**config.mk**
```make
export PLATFORM = sky130hd
export DESIGN_NAME = pgm_div_cell
export DESIGN_NICKNAME = d
export VERILOG_FILES = /design/src/hdl/pgm_pkg.sv /design/src/hdl/pgm_div_cell.sv
export SDC_FILE = /design/constraint.sdc
export NUM_CORES = 1
export LEC_CHECK = 0
export CORE_UTILIZATION = 30
export CTS_CLUSTER_DIAMETER = 150
export DETAILED_ROUTE_END_ITERATION = 8
export DONT_BUFFER_PORTS = 1
export GPL_TIMING_DRIVEN = 0
export SLEW_MARGIN = 20
export SYNTH_ARGS = -nofsm -noshare
export SYNTH_HDL_FRONTEND = slang
export SYNTH_SLANG_ARGS = --single-unit
```
**constraint.sdc**
```tcl
create_clock -name clk_i -period 0.8 [get_ports clk_i]
set_input_delay 0.24 -clock clk_i [delete_from_list [all_inputs] [get_ports clk_i]]
set_output_delay 0.24 -clock clk_i [all_outputs]
set_load 0.02 [all_outputs]
```
**src/hdl/pgm_pkg.sv**
```systemverilog
`default_nettype none
package pgm_pkg;

  // window geometry
  localparam int WINDOW     = 17;
  localparam int HALF       = WINDOW / 2;
  localparam int VROWS      = WINDOW + 1;
  localparam int SROWS      = HALF + 2;
  localparam int MAX_HEIGHT = 1024;
  localparam int ROWW       = 10;
  localparam int HW         = 11;
  localparam int VRW        = $clog2(VROWS);
  localparam int SRW        = $clog2(SROWS);
  localparam int GW         = $clog2(WINDOW);

  // window statistics
  localparam int AREA       = WINDOW * WINDOW;
  localparam int FLOOR_TERM = 10 * 255 * AREA;
  localparam int SUMW       = 17;
  localparam int SQW        = 25;
  localparam int PRODW      = 34;
  localparam int DENW       = 20;

  // root chain: 68-bit radicand, top half carried, low half zero
  localparam int SQ_XW    = 34;
  localparam int SQ_RW    = 38;
  localparam int SQ_ROOTW = 34;
  localparam int SQ_CELLS = SQ_ROOTW;

  // divider chain: saturating 16-bit quotient
  localparam int DV_NW    = 35;
  localparam int DV_DW    = 21;
  localparam int DV_QW    = 16;

  // photometric rounding: (2*num + 65025) / 130050
  localparam int P_ROUND   = 65025;
  localparam int P_DIVISOR = 130050;

  typedef struct packed {
    logic                vld;
    logic [SQ_XW-1:0]    x;
    logic [SQ_RW-1:0]    rem;
    logic [SQ_ROOTW-1:0] root;
  } sqrt_stage_t;

  typedef struct packed {
    logic             vld;
    logic [DV_QW-1:0] num;
    logic [DV_DW-1:0] rem;
    logic [DV_QW-1:0] quo;
    logic [DV_DW-1:0] dvs;
  } div_stage_t;

endpackage
`default_nettype wire

```
**src/hdl/pgm_div_cell.sv**
```systemverilog
`default_nettype none
// one bit of a restoring divide
module pgm_div_cell (
  input  wire logic                clk_i,
  input  wire logic                rst_ni,
  input  wire pgm_pkg::div_stage_t stage_i,
  output pgm_pkg::div_stage_t      stage_o
);

  logic [pgm_pkg::DV_DW:0]   part;
  logic                      fits;
  pgm_pkg::div_stage_t       nxt;
  logic                      vld_q;
  pgm_pkg::div_stage_t       data_q;

  always_comb begin
    part = {stage_i.rem, stage_i.num[pgm_pkg::DV_QW-1]};
    fits = part >= {1'b0, stage_i.dvs};
    nxt.vld = stage_i.vld;
    nxt.num = {stage_i.num[pgm_pkg::DV_QW-2:0], 1'b0};
    nxt.rem = fits ? pgm_pkg::DV_DW'(part - {1'b0, stage_i.dvs})
                   : pgm_pkg::DV_DW'(part);
    nxt.quo = {stage_i.quo[pgm_pkg::DV_QW-2:0], fits};
    nxt.dvs = stage_i.dvs;
  end

  always_ff @(posedge clk_i or negedge rst_ni) begin
    if (!rst_ni) begin
      vld_q <= 1'b0;
    end else begin
      vld_q <= nxt.vld;
    end
  end

  always_ff @(posedge clk_i) begin
    data_q <= nxt;
  end

  always_comb begin
    stage_o     = data_q;
    stage_o.vld = vld_q;
  end

endmodule
`default_nettype wire

```
# ---- Yosys cells after proc, flatten, opt, wreduce, memory -nomap -nowiden
# Index checks and enable logic that the tools add are counted.
dict set report op_classes {
  n_addsub 1
  n_mux 1
  magnitude_cmp 1
}
# op n
set ops {}
lappend ops {{greater-or-equal comparator 22 x 21 -> 1 bit} 1}
lappend ops {{2-to-1 mux 21 bit} 1}
lappend ops {{subtractor 21 bit} 1}
dict set report word_totals {
  regBits 74
  in_bits 77
  elab_cells 8
  output_inout_bits 75
}

# ---- Depth between registers and ports, before layout
dict set report depth {
  word_depth 2
  depth_mapped 13
  ltp_nobuf 11
}

# ---- Worst setup path before layout
# Ideal clock, no wire load.
dict set report synth_path {
  path_kind {input to register}
  startpoint {in stage_i[73] (netlist name)}
  endpoint {reg data_q (netlist bit stage_o[38])}
  setup_ps 121
  t_arrival_ps 2170
  path_stages 11
  path_slack_ps -1491
  cell_sequence {inv_1 -> ha_1 -> inv_1 -> fa_1 -> a21oi_1 -> o21ai_0 -> a21oi_1 -> a21oi_2 -> o32ai_2 -> buf_6 -> mux2_2}
}
# element line
set synth_rtl {}
lappend synth_rtl {{from (decl)} pgm_div_cell.sv:6} ;# input wire pgm_pkg::div_stage_t stage_i,
lappend synth_rtl {{to (signal assigned)} pgm_div_cell.sv:36} ;# data_q <= nxt;
lappend synth_rtl {{to (decl)} pgm_div_cell.sv:14} ;# pgm_pkg::div_stage_t data_q;

==> metrics.md <==
| Metric | Value |
|---|---|
| CP endpoint kind | flip-flop |
| Number of global-route vias before repair | 2637 |
| Area Growth Syn to Fin | 70.4% |
| Sw frac | 29.1% |
| Yosys cell types | 43 |
| Port bufs | 0 |
| Yosys warnings | 0 |
| Share of the synthesized area in the top cell type | 49.6% |
| CTS tree | built |
| Site Rows | 35 |
| Initial core utilization | 31.4% |
| Fillers | 831 |
| Die width | 101 um |
| Logic gate share of total power | 20.9% |
| GR met3 Demand/Resource | 5.55% |
| Post-Syn Area per Cell | 9.69 um^2 |
| Root Buffer | clkbuf_8 |
| Cell area after synthesis | 2950 um^2 |
| Int Pwr | 7.72 mW |
| EDFF count, synth | 0 |
| Fin nets | 502 |
| Flops & latches, synth | 74 |
| Top Usage Layer GRT | met2 |
| Die Y | 101 um |
| Clock transition at the registers of the reported paths | 0.09 ns |
| Core area | 9370 um^2 |
| Failing checks | setup timing |
| CTS Buf Count | 9 |
| CTS H-tree depth | 3 |
| Clk buf depth | 2 |
| Max cap viols | 0 |
| Post-Layout Cell Count | 537 |
| Top-Level Pins | 152 |
| Seq pwr share | 43.5% |
| Synth Flop Type | dfxtp_1 |
| CTS Sinks | 74 |
| Detailed Route WL | 9120 um |
| Slew Viols, Final | 0 |
| Layout cells sized above 1 | 45.3% |
| Critical path type | in -> reg |
| Hold depth | 2 |
| Power Density | 2170 nW/um^2 |
| Critical path launch point type | input port |
| Post-synth top area cell | dfxtp_1 |
| Slowest library cell on the worst path | or4_4 |
| Post-route core utilization | 53.6% |
| Avg Vias per Cell | 4.74 |
| Crit path max fanout | 5 |
| Min cycle time layout | 1.86 ns |
| Worst path buffer plus inverter count | 3 |
| Max Fclk | 537 MHz |
| RSZ-0062 raised after global routing | yes |
| Syn Inst Count | 304 |
| Global-route met1 utilization | 20.8% |
| CP top delay family | simple AND/OR/NAND/NOR gates |
| Cell with the most instances after synthesis | dfxtp_1 |
| Post-DRT Antenna Nets | 0 |
| Post-synthesis sequential area ratio | 50.4% |
| Period Utilization, post-route | 233% |
| WP data arrival | 2.13 ns |
| DRC viols | 0 |
| Die area | 10200 um^2 |
| Top cells by count, synth | dfxtp_1, nand2_1, inv_1 |
| # setup viols final | 96 |
| CP max stage delay | 0.54 ns |
| Ant diodes | 0 |
| HP Start | stage_i[46] |
| Inst Count DP | 433 |
| GRT Total Usage | 17.4% |
| Drt first pass iters | 4 |
| Hold Vio Cnt, Final | 0 |
| Total grt overflow | 0 |
| Min-Delay Endpoint | stage_o[47] |
| GP Congestion | 0.804 |
| Crit path cell chain | clkinv_8 -> ha_4 -> and3_4 -> nand2_2 -> or4_4 -> a21oi_4 -> o32ai_4 -> buf_4 -> inv_4 -> mux2_4 |
| Setup ws final | -1.06 ns |
| Initial antenna violation count | 0 |
| GR Util met2 | 29.1% |
| Worst vdd ir | 0.000875 V |
| Syn nets | 403 |
| Clock Power Share | 35.6% |
| Initial drt markers | 75 |
| Hold crit path type | in -> reg |
| Req. time, crit path | 1.07 ns |
| Async S/R FF share, synth | 1.35% |
| Via count | 2548 |
| Status | complete, but fails checks |
| Post-DP HPWL | 5940 um |
| Largest net degree at the start of global routing | 15 |
| Sw power | 3.17 mW |
| First-pass GRT wire length | 13200 um |
| Pleak | 1.98 nW |
| Top cells by area, synth | dfxtp_1, ha_1, o21ai_0 |
| DR WL/cell | 17.0 um |
cell families (layout without fill, tap and decap cells):
| kind of cell | Yosys count | in the layout | share of synthesized area (%) |
|---|---|---|---|
| XOR/XNOR | 16 | 16 | 4.76 |
| other | 1 | 1 | 0.127 |
| buffers and inverters | 39 | 143 | 5.69 |
| AO/OA/AOI/OAI | 88 | 88 | 18.6 |
| multiplexers | 3 | 3 | 1.15 |
| AND/OR/NAND/NOR | 61 | 61 | 9.60 |
| flip-flops | 74 | 74 | 50.4 |
| adder cells (fa/ha/maj) | 22 | 22 | 9.60 |
per-stage QoR:
| step | hold WS (ns) | setup slack [ns] | setup TNS (ns) | instance area (um^2) | power, mW |
|---|---|---|---|---|---|
| 2_1_floorplan | -0.0556 | -1.27 | -26.61 | 3050 | 5.81 |
| 3_3_place_gp | -0.0555 | -1.88 | -37.79 | 3220 | 6.17 |
| 3_5_place_dp | -0.0555 | -1.84 | -36.81 | 3220 | 6.16 |
| 4_1_cts | -0.0120 | -1.08 | -36.86 | 4680 | 10.7 |
| 5_1_grt | 0.0107 | -1.13 | -38.17 | 5020 | 11.4 |
| 6_report | 0.0110 | -1.06 | -35.24 | 5020 | 10.9 |
final cells by class:
class	count	area [um^2]	area share, %
Buffer	9	106	2.12
Clock buffer	10	128	2.54
Clock inverter	6	138	2.74
Inverter	29	170	3.39
Multi-Input combinational cell	191	1700	33.8
Sequential cell	74	1750	34.9
Tap cell	129	161	3.21
Timing Repair Buffer	89	866	17.2
power groups by stage:
stage,Clock (mW),Sequential [mW],Combinational (mW)
finish,3.88,4.74,2.27
floorplan,0,4.73,1.08
CTS,4.01,4.74,1.95
global route,4.17,4.79,2.47
detailed placement,0,4.78,1.38
global placement,0,4.79,1.38
sequential cells by signal, indices dropped and copies added (netlist names):
signal and flops:
stage_o 73, vld_q 1
routing by layer:
| metal | up-vias | routed length [um] |
|---|---|---|
| li1 | 1242 | - |
| met1 | 1176 | 3800 |
| met2 | 116 | 4410 |
| met3 | 14 | 742 |
| met4 | 0 | 160 |
| met5 | - | 0 |
worst max-delay path by stage:
| stage | startpoint | to | slack (ns) | cells past startpoint |
|---|---|---|---|---|
| floorplan | stage_i[73] | stage_o[38] | -1.27 | 11 |
| global placement | stage_i[15] | stage_o[45] | -1.88 | 9 |
| detailed placement | stage_i[15] | stage_o[44] | -1.84 | 9 |
| CTS | stage_i[14] | stage_o[51] | -1.08 | 12 |
| global route | stage_i[73] | stage_o[38] | -1.13 | 11 |
| finish | stage_i[13] | stage_o[48] | -1.06 | 10 |
layout by cell type, fill, tap and decap left out, types with 3 or more instances in the layout:
cell	count
dfxtp_4	71
dlygate4sd3_1	67
nand2_1	23
buf_4	22
inv_1	21
a21oi_1	18
o21ai_0	12
clkbuf_8	11
xnor2_1	11
ha_4	11
o21ai_1	9
o21ai_2	8
ha_1	8
a21oi_2	7
nand2_2	6
nand3_1	6
a21o_1	6
nor2_1	5
nand2_4	5
xor2_1	5
nand4_1	4
o211ai_1	4
bufinv_16	4
inv_6	3
buf_6	3
o21bai_1	3
a31oi_1	3
o21a_1	3
mux2_4	3
what timing repair did:
item / 4_1_cts / 5_1_grt
gates resized for setup: 182 / 65
setup endpoints to repair: 96 / 96
cloned: 2 / 1
setup buffers: 12 / 9
endpoints found under the hold margin: 65 / 3
pin swaps: 16 / 26
hold buffers: 64 / 3
No activity file was read; power rests on OpenSTA's default activity.
