$ cat src/hdl/pgm_pkg.sv
`default_nettype none
package pgm_pkg;

  // window geometry
  localparam int WINDOW     = 17;
  localparam int HALF       = WINDOW / 2;
  localparam int VROWS      = WINDOW + 1;
  localparam int SROWS      = HALF + 2;
  localparam int MAX_HEIGHT = 1024;
  localparam int ROWW       = 10;
  localparam int HW         = 11;
  localparam int VRW        = $clog2(VROWS);
  localparam int SRW        = $clog2(SROWS);
  localparam int GW         = $clog2(WINDOW);

  // window statistics
  localparam int AREA       = WINDOW * WINDOW;
  localparam int FLOOR_TERM = 10 * 255 * AREA;
  localparam int SUMW       = 17;
  localparam int SQW        = 25;
  localparam int PRODW      = 34;
  localparam int DENW       = 20;

  // root chain: 68-bit radicand, top half carried, low half zero
  localparam int SQ_XW    = 34;
  localparam int SQ_RW    = 38;
  localparam int SQ_ROOTW = 34;
  localparam int SQ_CELLS = SQ_ROOTW;

  // divider chain: saturating 16-bit quotient
  localparam int DV_NW    = 35;
  localparam int DV_DW    = 21;
  localparam int DV_QW    = 16;

  // photometric rounding: (2*num + 65025) / 130050
  localparam int P_ROUND   = 65025;
  localparam int P_DIVISOR = 130050;

  typedef struct packed {
    logic                vld;
    logic [SQ_XW-1:0]    x;
    logic [SQ_RW-1:0]    rem;
    logic [SQ_ROOTW-1:0] root;
  } sqrt_stage_t;

  typedef struct packed {
    logic             vld;
    logic [DV_QW-1:0] num;
    logic [DV_DW-1:0] rem;
    logic [DV_QW-1:0] quo;
    logic [DV_DW-1:0] dvs;
  } div_stage_t;

endpackage
`default_nettype wire

$ cat src/hdl/pgm_sqrt_cell.sv
`default_nettype none
// one radix-4 digit of a restoring square root
module pgm_sqrt_cell (
  input  wire logic                 clk_i,
  input  wire logic                 rst_ni,
  input  wire pgm_pkg::sqrt_stage_t stage_i,
  output pgm_pkg::sqrt_stage_t      stage_o
);

  logic [pgm_pkg::SQ_RW-1:0] trial;
  logic [pgm_pkg::SQ_RW-1:0] part;
  logic                      fits;
  pgm_pkg::sqrt_stage_t      nxt;
  logic                      vld_q;
  pgm_pkg::sqrt_stage_t      data_q;

  always_comb begin
    part  = {stage_i.rem[pgm_pkg::SQ_RW-3:0], stage_i.x[pgm_pkg::SQ_XW-1 -: 2]};
    trial = pgm_pkg::SQ_RW'({stage_i.root, 2'b01});
    fits  = part >= trial;
    nxt.vld  = stage_i.vld;
    nxt.x    = {stage_i.x[pgm_pkg::SQ_XW-3:0], 2'b00};
    nxt.rem  = fits ? part - trial : part;
    nxt.root = {stage_i.root[pgm_pkg::SQ_ROOTW-2:0], fits};
  end

  always_ff @(posedge clk_i or negedge rst_ni) begin
    if (!rst_ni) begin
      vld_q <= 1'b0;
    end else begin
      vld_q <= nxt.vld;
    end
  end

  always_ff @(posedge clk_i) begin
    data_q <= nxt;
  end

  always_comb begin
    stage_o     = data_q;
    stage_o.vld = vld_q;
  end

endmodule
`default_nettype wire

$ cat config.mk
export PLATFORM = sky130hd
export DESIGN_NAME = pgm_sqrt_cell
export DESIGN_NICKNAME = d
export VERILOG_FILES = /design/src/hdl/pgm_pkg.sv /design/src/hdl/pgm_sqrt_cell.sv
export SDC_FILE = /design/constraint.sdc
export NUM_CORES = 1
export LEC_CHECK = 0
export BUFFER_PORTS_ARGS = -buffer_cell sky130_fd_sc_hd__buf_2
export CAP_MARGIN = 20
export CORE_MARGIN = 8
export CORE_UTILIZATION = 47
export DETAILED_ROUTE_END_ITERATION = 7
export GPL_TIMING_DRIVEN = 0
export PLACE_DENSITY = 0.77
export SYNTH_ARGS = -nofsm -noshare
export SYNTH_HDL_FRONTEND = slang
export SYNTH_SLANG_ARGS = --single-unit
$ cat constraint.sdc
create_clock -name clk_i -period 0.8 [get_ports clk_i]
set_input_delay 0.24 -clock clk_i [delete_from_list [all_inputs] [get_ports clk_i]]
set_output_delay 0.24 -clock clk_i [all_outputs]
set_load 0.05 [all_outputs]
# After elaboration in Yosys (flattened, before gate mapping)
# Cells that the tools add are included.
[classes] magnitude_cmp=1 add_sub_neg=1 n_mux=1
[op_table] op="$ge A38 B36 Y1" n=1
[op_table] op="$mux W38" n=1
[op_table] op="$sub A38 B36 Y38" n=1
[totals] inputBits=109 ff_bits=105 out_inout_bits=107 word_cells=7

# Longest topological paths before layout
# Gate-level depths: netlist of run 1.
[depth] word_depth=2 ltp_mapped=13

# Worst setup path before layout of run 1
# Ideal clock, no wire load.
[synth_path] path_kind="input to register" from="input stage_i[4] (netlist bit)" to="register data_q (netlist bit stage_o[71])" t_arrival_ns=2.357 setup_time_ns=0.121 path_buffers=0 slack_ns=-1.678 stages=11 cell_sequence="inv_1 -> ha_1 -> a211o_1 -> a21oi_1 -> a21oi_1 -> a211o_2 -> o22ai_4 -> nor4_4 -> a31oi_4 -> o21a_1 -> mux2_4"
[synth_lines] item="start: declaration" line_no="pgm_sqrt_cell.sv:6" rtl="input wire pgm_pkg::sqrt_stage_t stage_i,"
[synth_lines] item="end signal: assignment" line_no="pgm_sqrt_cell.sv:36" rtl="data_q <= nxt;"
[synth_lines] item="end: declaration" line_no="pgm_sqrt_cell.sv:15" rtl="pgm_pkg::sqrt_stage_t data_q;"

==> flow_metrics.env, run 1 <==
export IMPL_numCtsBuffers=9
export IMPL_placed_area_um2=6412
export IMPL_hold_violations=0
export IMPL_hold_path_depth=3
export IMPL_fin_cells=1019
export IMPL_maxCapViolations=1
export IMPL_violations="design-rule violations, max-capacitance violations, max-slew violations, negative setup slack"
export IMPL_fmax_mhz=324.1
export IMPL_synth_edf_count=0
export IMPL_grt_max_degree=21
export IMPL_cts_buffer_depth=2
export IMPL_period_share=3.857
export IMPL_synth_top_cell_by_area="dfxtp_1"
export IMPL_setup_slack_ps=-2285
export IMPL_peakVddDrop_mv=1.505
export IMPL_dp_hpwl_um=11550
export IMPL_ys_types=56
export IMPL_drt_antenna_violating_nets=0
export IMPL_required_ps=1070
export IMPL_die_area_um2=13690
export IMPL_first_pass_iters=8
export IMPL_rsz0062_at_grt="yes"
export IMPL_layout_min_cycle_time_ps=3085
export IMPL_dp_cells=883
export IMPL_routedWlPerCell_um=30.11
export IMPL_synth_seq_area_share=0.4396
export IMPL_yosys_register_bits=105
export IMPL_p_total_mw=19.08
export IMPL_async_reset_ff_frac=0.009524
export IMPL_synth_area_um2=4793
export IMPL_netlist_instances=535
export IMPL_setup_viol=144
export IMPL_end_kind="flip-flop"
export IMPL_coreArea_um2=10090
export IMPL_htree_levels=3
export IMPL_min_path_type="primary input to flip-flop"
export IMPL_fin_util=0.9385
export IMPL_cts_tree="built"
export IMPL_synth_main_ff_cell="dfxtp_1"
export IMPL_run_status="complete, but fails checks"
export IMPL_max_slew_margin_rel=-0.1403
export IMPL_gr_usage_all_layers=0.2536
export IMPL_path_max_fanout=10
export IMPL_core_rowCount=37
export IMPL_p_per_area_nw_per_um2=2014
export IMPL_layout_drive_gt1_share=0.6207
export IMPL_finalInstanceArea_um2=9472
export IMPL_crit_path_start="stage_i[31]"
export IMPL_synth_common_cells="dfxtp_1, nand2_1, o21ai_0"
export IMPL_fillCellCount=306
export IMPL_drt_vias_per_instance=6.518
export IMPL_die_w_um=117.0
export IMPL_maxSlewViolCount=2
export IMPL_area_growth_pct=97.60
export IMPL_drt_initial_drc_count=939
export IMPL_drc=2
export IMPL_grt_pass1_vias=5359
export IMPL_syn_area_per_cell_um2=8.960
export IMPL_worstHoldStart="stage_i[61]"
export IMPL_grt_pass1_wl_um=26500
export IMPL_fin_nets=1018
export IMPL_cts_root_buf="clkbuf_8"
export IMPL_synth_top_cell_area_share=0.4344
export IMPL_yosysWarnings=0
export IMPL_worstPathArrival_ps=3360
export IMPL_ios=216
export IMPL_portBuffers=211
export IMPL_holdWs_ps=69.61
export IMPL_startpoint_type="primary input"
export IMPL_cts_sinks=105
export IMPL_start_util=0.4750
export IMPL_path_class="primary input to flip-flop"
export IMPL_leakagePower_nw=4.270
export IMPL_clk_pin_slew_ps=120
export IMPL_drt_total_wl_um=30680
export IMPL_grt_overflow_total=0
export IMPL_via_count=6642
export IMPL_antenna_found_initial=3
export IMPL_tightest_slew_ps=1689
export IMPL_gp_congestion=0.8900
export IMPL_ys_top_cells_by_area="dfxtp_1, ha_1, nand2_1, o21ai_0, a21oi_1"
export IMPL_dieHeight_um=117.0
export IMPL_post_synth_top_count_cell="dfxtp_1"
[path summary, 6_finish.rpt]
path / slack, ps / endpoint
max in group asynchronous: 520 / vld_q$_DFF_PN0_
max: -2290 / stage_o[71]$_DFF_P_
min in group asynchronous: 190 / vld_q$_DFF_PN0_
min: 70 / stage_o[63]$_DFF_P_
[cell type report]
cell class	count	area (um^2)	area share
clock buffer	9	123.9	0.01308
tap	136	170.2	0.01797
buffer	22	246.5	0.02602
clock inverter	7	73.82	0.007794
timing repair buffer	329	3299	0.3483
antenna	5	12.51	0.001321
inverter	44	177.7	0.01876
sequential	105	2236	0.2361
multi-input combinational	362	3132	0.3306
[where the power goes]
part	total (mW)	switching, mW	internal (mW)
clock network	3.57	2.34	1.23
registers	6.47	0.496	5.98
logic	9.03	5.29	3.75
[layout by cell type, fill, tap and decap left out, types with 7 or more instances in the layout]
cell type,instances
buf_8,107
dfxtp_2,103
buf_2,98
dlygate4sd3_1,67
buf_4,46
nand2_1,32
inv_1,31
buf_6,27
o21ai_2,21
nand2_2,21
a21oi_1,20
nor2_1,19
ha_4,18
o21ai_1,16
xnor2_1,16
xor2_1,15
ha_1,15
a21oi_2,14
o21ai_0,14
a21o_1,12
nand3_1,11
inv_2,10
nand2_4,10
o21a_1,10
clkbuf_8,9
nand4_1,7
nor3_1,7
[flip-flops by register name (all words and copies together), names as in the netlist]
signal   cells
vld_q        1
stage_o    104
[through the flow]
step           setup slack [ps]  TNS, ps
3_3_place_gp              -1938   -69770
6_report                  -2285  -105670
4_1_cts                   -1449   -87900
2_1_floorplan             -1443   -49430
3_5_place_dp              -2003   -70670
5_1_grt                   -2076  -106540
[critical path, cell delays in order]
cell and delay [ps]:
buf_2 130, inv_1 70, ha_1 320, clkbuf_1 290
o21ai_0 240, nand2b_1 320, a21oi_1 750, a21oi_1 160
a31oi_4 230, o21a_1 200, mux2_4 380
[metal layers]
layer,GRT usage,up-vias,wire length (um),part of all wire
met4,0.1177,4,3357,0.11
met1,0.2544,3012,9504,0.31
met2,0.4887,762,13870,0.45
li1,-,2524,-,-
met5,0,-,79,0.0026
met3,0.05233,340,3863,0.13
[kinds of logic after synthesis]
logic type | Yosys count | share of synthesized area
flip-flops | 105 | 0.4396
AO/OA/AOI/OAI | 147 | 0.1973
adder cells (fa/ha/maj) | 36 | 0.09397
buffers and inverters | 69 | 0.06004
multiplexers | 6 | 0.01462
AND/OR/NAND/NOR | 138 | 0.1334
XOR/XNOR | 33 | 0.06030
other | 1 | 0.0007823
[what timing repair did]
action                     4_1_cts  5_1_grt
resized for setup              155      425
hold buffers                    66        1
cloned                           0        5
setup endpoints to repair      144      144
hold endpoints to repair        67        1
pin swaps                       19       70
buffers inserted                15       31
(Power assumes the default switching activity.)
==> run 2: changes to the inputs <==
- PLACE_DENSITY: 0.77 -> 0.8
==> flow_metrics.env, run 2 <==
export IMPL_run_status="did not finish"
export IMPL_lastStage="global routing (5_1_grt)"
export IMPL_stop_error="[ERROR GRT-0232] Routing congestion too high. Check the congestion heatmap in the GUI."
export IMPL_synth_main_ff_cell="dfxtp_1"
export IMPL_async_reset_ff_frac=0.009524
export IMPL_dieHeight_um=117.0
export IMPL_core_rowCount=37
export IMPL_synth_common_cells="dfxtp_1, nand2_1, o21ai_0"
export IMPL_yosys_register_bits=105
export IMPL_yosysWarnings=0
export IMPL_grt_max_degree=21
export IMPL_post_synth_top_count_cell="dfxtp_1"
export IMPL_ios=216
export IMPL_dp_hpwl_um=11990
export IMPL_synth_top_cell_by_area="dfxtp_1"
export IMPL_synth_mux_area_frac=0.01462
export IMPL_grt_overflow_total=148
export IMPL_numCtsBuffers=9
export IMPL_endpoint_type="sequential cell input"
export IMPL_grt_worst_endpoint="stage_o[68]$_DFF_P_/D"
export IMPL_synthSimpleGateAreaFrac=0.1334
export IMPL_preCtsSetupSlack_ps=-2008
export IMPL_gr_usage_all_layers=0.7102
export IMPL_synth_edf_count=0
export IMPL_portBuffers=211
export IMPL_htree_levels=3
export IMPL_post_synth_fa_ha_maj_area_fraction=0.09397
export IMPL_cts_sinks=105
export IMPL_cts_root_buf="clkbuf_8"
export IMPL_die_w_um=117.0
export IMPL_ys_types=56
export IMPL_synth_top_cell_area_share=0.4344
export IMPL_start_util=0.4750
export IMPL_netlist_instances=535
export IMPL_synth_seq_area_share=0.4396
export IMPL_gp_congestion=0.9065
export IMPL_synth_top_family_by_area="compound AO/OA/AOI/OAI gates"
export IMPL_cts_buffer_depth=2
export IMPL_synth_compound_area_share=0.1973
export IMPL_synth_xor_area_frac=0.06030
export IMPL_synth_area_um2=4793
export IMPL_syn_area_per_cell_um2=8.960
export IMPL_ys_top_cells_by_area="dfxtp_1, ha_1, nand2_1, o21ai_0, a21oi_1"
==> run 2: what timing repair did <==
| action | in CTS |
|---|---|
| gates resized for setup | 382 |
| pin swaps | 29 |
| hold buffers | 67 |
| endpoints found under the hold margin | 67 |
| setup endpoints to repair | 144 |
| gates cloned | 3 |
| setup buffers | 26 |
==> run 2: kinds of logic after synthesis <==
logic type / count (synthesis)
AOI/OAI and AO/OA: 147
and+or+nand+nor: 138
DFF: 105
buffers and inverters: 69
adders and majority gates: 36
xor gates and xnor gates: 33
muxes: 6
other: 1
==> run 2: per-stage QoR <==
step | TNS, ps | utilization | hold WS [ps] | instances | area, um^2
after global placement | -70810 | 0.6354 | 16.37 | 883 | 6412
after floorplan | -49430 | - | -55.59 | 536 | 5186
after detailed placement | -72420 | 0.6354 | 16.18 | 883 | 6412
after CTS | -82850 | 0.8737 | 44.34 | 992 | 8817
==> run 2: metal layers <==
metal,GRT overflow,track usage
met5,0,0.09375
met3,1,0.5521
met2,96,0.9123
met1,1,0.6664
met4,50,0.7782
==> run 3: changes to the inputs <==
- CORE_UTILIZATION: 47 -> 35
- PLACE_DENSITY: 0.8 -> default
- PLACE_DENSITY_LB_ADDON: default -> 0.15
==> flow_metrics.env, run 3 (synthesis gave the netlist of run 1 again) <==
export IMPL_cts_tree="built"
export IMPL_maxSlewViolCount=0
export IMPL_cts_root_buf="clkbuf_16"
export IMPL_numCtsBuffers=9
export IMPL_fmax_mhz=457.5
export IMPL_die_w_um=133.0
export IMPL_peakVddDrop_mv=1.181
export IMPL_p_per_area_nw_per_um2=2027
export IMPL_leakagePower_nw=4.214
export IMPL_power_switching_mw=7.049
export IMPL_drt_antenna_violating_nets=0
export IMPL_largest_reg_flops=104
export IMPL_grt_pass1_vias=5335
export IMPL_finalInstanceArea_um2=9504
export IMPL_grt_max_degree=22
export IMPL_period_share=2.733
export IMPL_placed_area_um2=6462
export IMPL_drt_total_wl_um=18160
export IMPL_setup_viol=144
export IMPL_drt_vias_per_instance=4.809
export IMPL_required_ps=1040
export IMPL_setup_slack_ps=-1386
export IMPL_maxCapViolations=0
export IMPL_path_class="primary input to flip-flop"
export IMPL_violations="negative setup slack"
export IMPL_path_max_fanout=3
export IMPL_grt_overflow_total=0
export IMPL_first_pass_iters=4
export IMPL_die_area_um2=17700
export IMPL_fin_nets=1017
export IMPL_grt_pass1_wl_um=27570
export IMPL_p_comb_frac=0.420
export IMPL_worst_path_most_repeated_cell="buf_6"
export IMPL_ios=216
export IMPL_sw_frac_of_total=0.3660
export IMPL_via_count=5069
export IMPL_min_path_type="primary input to flip-flop"
export IMPL_startpoint_type="primary input"
export IMPL_seq_power_share=0.331
export IMPL_p_total_mw=19.26
export IMPL_cp_slowest_cell="a211o_2"
export IMPL_gp_congestion=0.8271
export IMPL_drt_initial_drc_count=300
export IMPL_dp_hpwl_um=11590
export IMPL_start_util=0.3605
export IMPL_core_rowCount=42
export IMPL_area_growth_pct=98.28
export IMPL_coreArea_um2=13300
export IMPL_p_int_mw=12.21
export IMPL_cpPeakStageDelay_ps=300
export IMPL_clk_pin_slew_ps=70
export IMPL_end_kind="flip-flop"
export IMPL_hold_violations=0
export IMPL_dieHeight_um=133.0
export IMPL_layout_common_cells="buf_8, dfxtp_2, buf_2"
export IMPL_gr_usage_all_layers=0.1936
export IMPL_p_clk_frac=0.249
export IMPL_drc=0
export IMPL_final_common_cell="buf_8"
export IMPL_portBuffers=211
export IMPL_cts_buffer_depth=2
export IMPL_worstPathArrival_ps=2430
export IMPL_htree_levels=3
export IMPL_cts_sinks=105
export IMPL_routedWlPerCell_um=17.23
export IMPL_rsz0062_at_grt="yes"
export IMPL_crit_path_cell_trace="buf_6, inv_4, ha_4, a211o_1, a21oi_4, buf_6, a21oi_2, a211o_2, o22ai_4, nor4_4, a31oi_4, o21a_1, mux2_4"
export IMPL_antenna_found_initial=1
export IMPL_layout_drive_gt1_share=0.5975
export IMPL_run_status="complete, but fails checks"
export IMPL_layout_min_cycle_time_ps=2186
[run 3: metrics by stage]
step	worst slack, ps	hold WS (ps)	setup TNS, ps	instances	util
2_1_floorplan	-1443	-55.59	-49430	536	-
4_1_cts	-1460	-23.31	-80560	1027	0.6662
6_report	-1386	15.01	-77410	1054	0.7149
3_3_place_gp	-1962	16.35	-71300	923	0.4861
5_1_grt	-1460	2.448	-85160	1054	0.7149
3_5_place_dp	-1994	16.21	-71980	923	0.4861
[run 3: layer usage]
layer	vias up	wire length (um)	track usage
met5	-	0	0
met4	0	293	0.06309
met3	21	977	0.04542
met2	148	9737	0.3542
met1	2392	7147	0.2146
li1	2508	-	-
[run 3: cell type report]
cell class / count / area, um^2
Tap cell: 176 / 220.2
Inverter: 44 / 180.2
Clock inverter: 7 / 105.1
Timing Repair Buffer: 327 / 3243
Clock buffer: 9 / 225.2
Fill cell: 924 / 3791
Sequential cell: 105 / 2237
Antenna cell: 1 / 2.502
Buffer: 23 / 239.0
Multi-Input combinational cell: 362 / 3052
[run 3: final timing paths]
kind                       slack, ps        start  depth (start not counted)                   to
min in group asynchronous        180       rst_ni                          2      vld_q$_DFF_PN0_
hold / removal                    20  stage_i[32]                          1  stage_o[33]$_DFF_P_
max in group asynchronous        540       rst_ni                          2      vld_q$_DFF_PN0_
setup / recovery               -1390   stage_i[4]                         13  stage_o[71]$_DFF_P_
[run 3: what timing repair did]
action | in CTS | in global routing
hold buffers | 64 | 2
cloned | 0 | 1
endpoints found under the hold margin | 65 | 2
gates resized for setup | 357 | 131
buffers inserted | 26 | 23
pin swaps | 30 | 35
endpoints found under the setup margin | 144 | 144
[run 3: power groups by stage]
| stage | clock network, mW | registers, mW | logic (mW) |
|---|---|---|---|
| 6_report | 4.80 | 6.37 | 8.09 |
| 5_1_grt | 5.14 | 6.43 | 8.51 |
| 4_1_cts | 4.92 | 6.35 | 7.39 |
| 3_5_place_dp | 0 | 6.20 | 5.62 |
| 3_3_place_gp | 0 | 6.19 | 5.60 |
| 2_1_floorplan | 0 | 8.41 | 2.03 |
[run 3: worst max-delay path, delay by kind of cell]
family / cells / cell delay (ps)
adder cells (fa/ha/maj): 1 / 190
buffers and inverters: 3 / 270
multiplexers: 1 / 290
AND/OR/NAND/NOR: 1 / 70
AO/OA/AOI/OAI: 7 / 1360
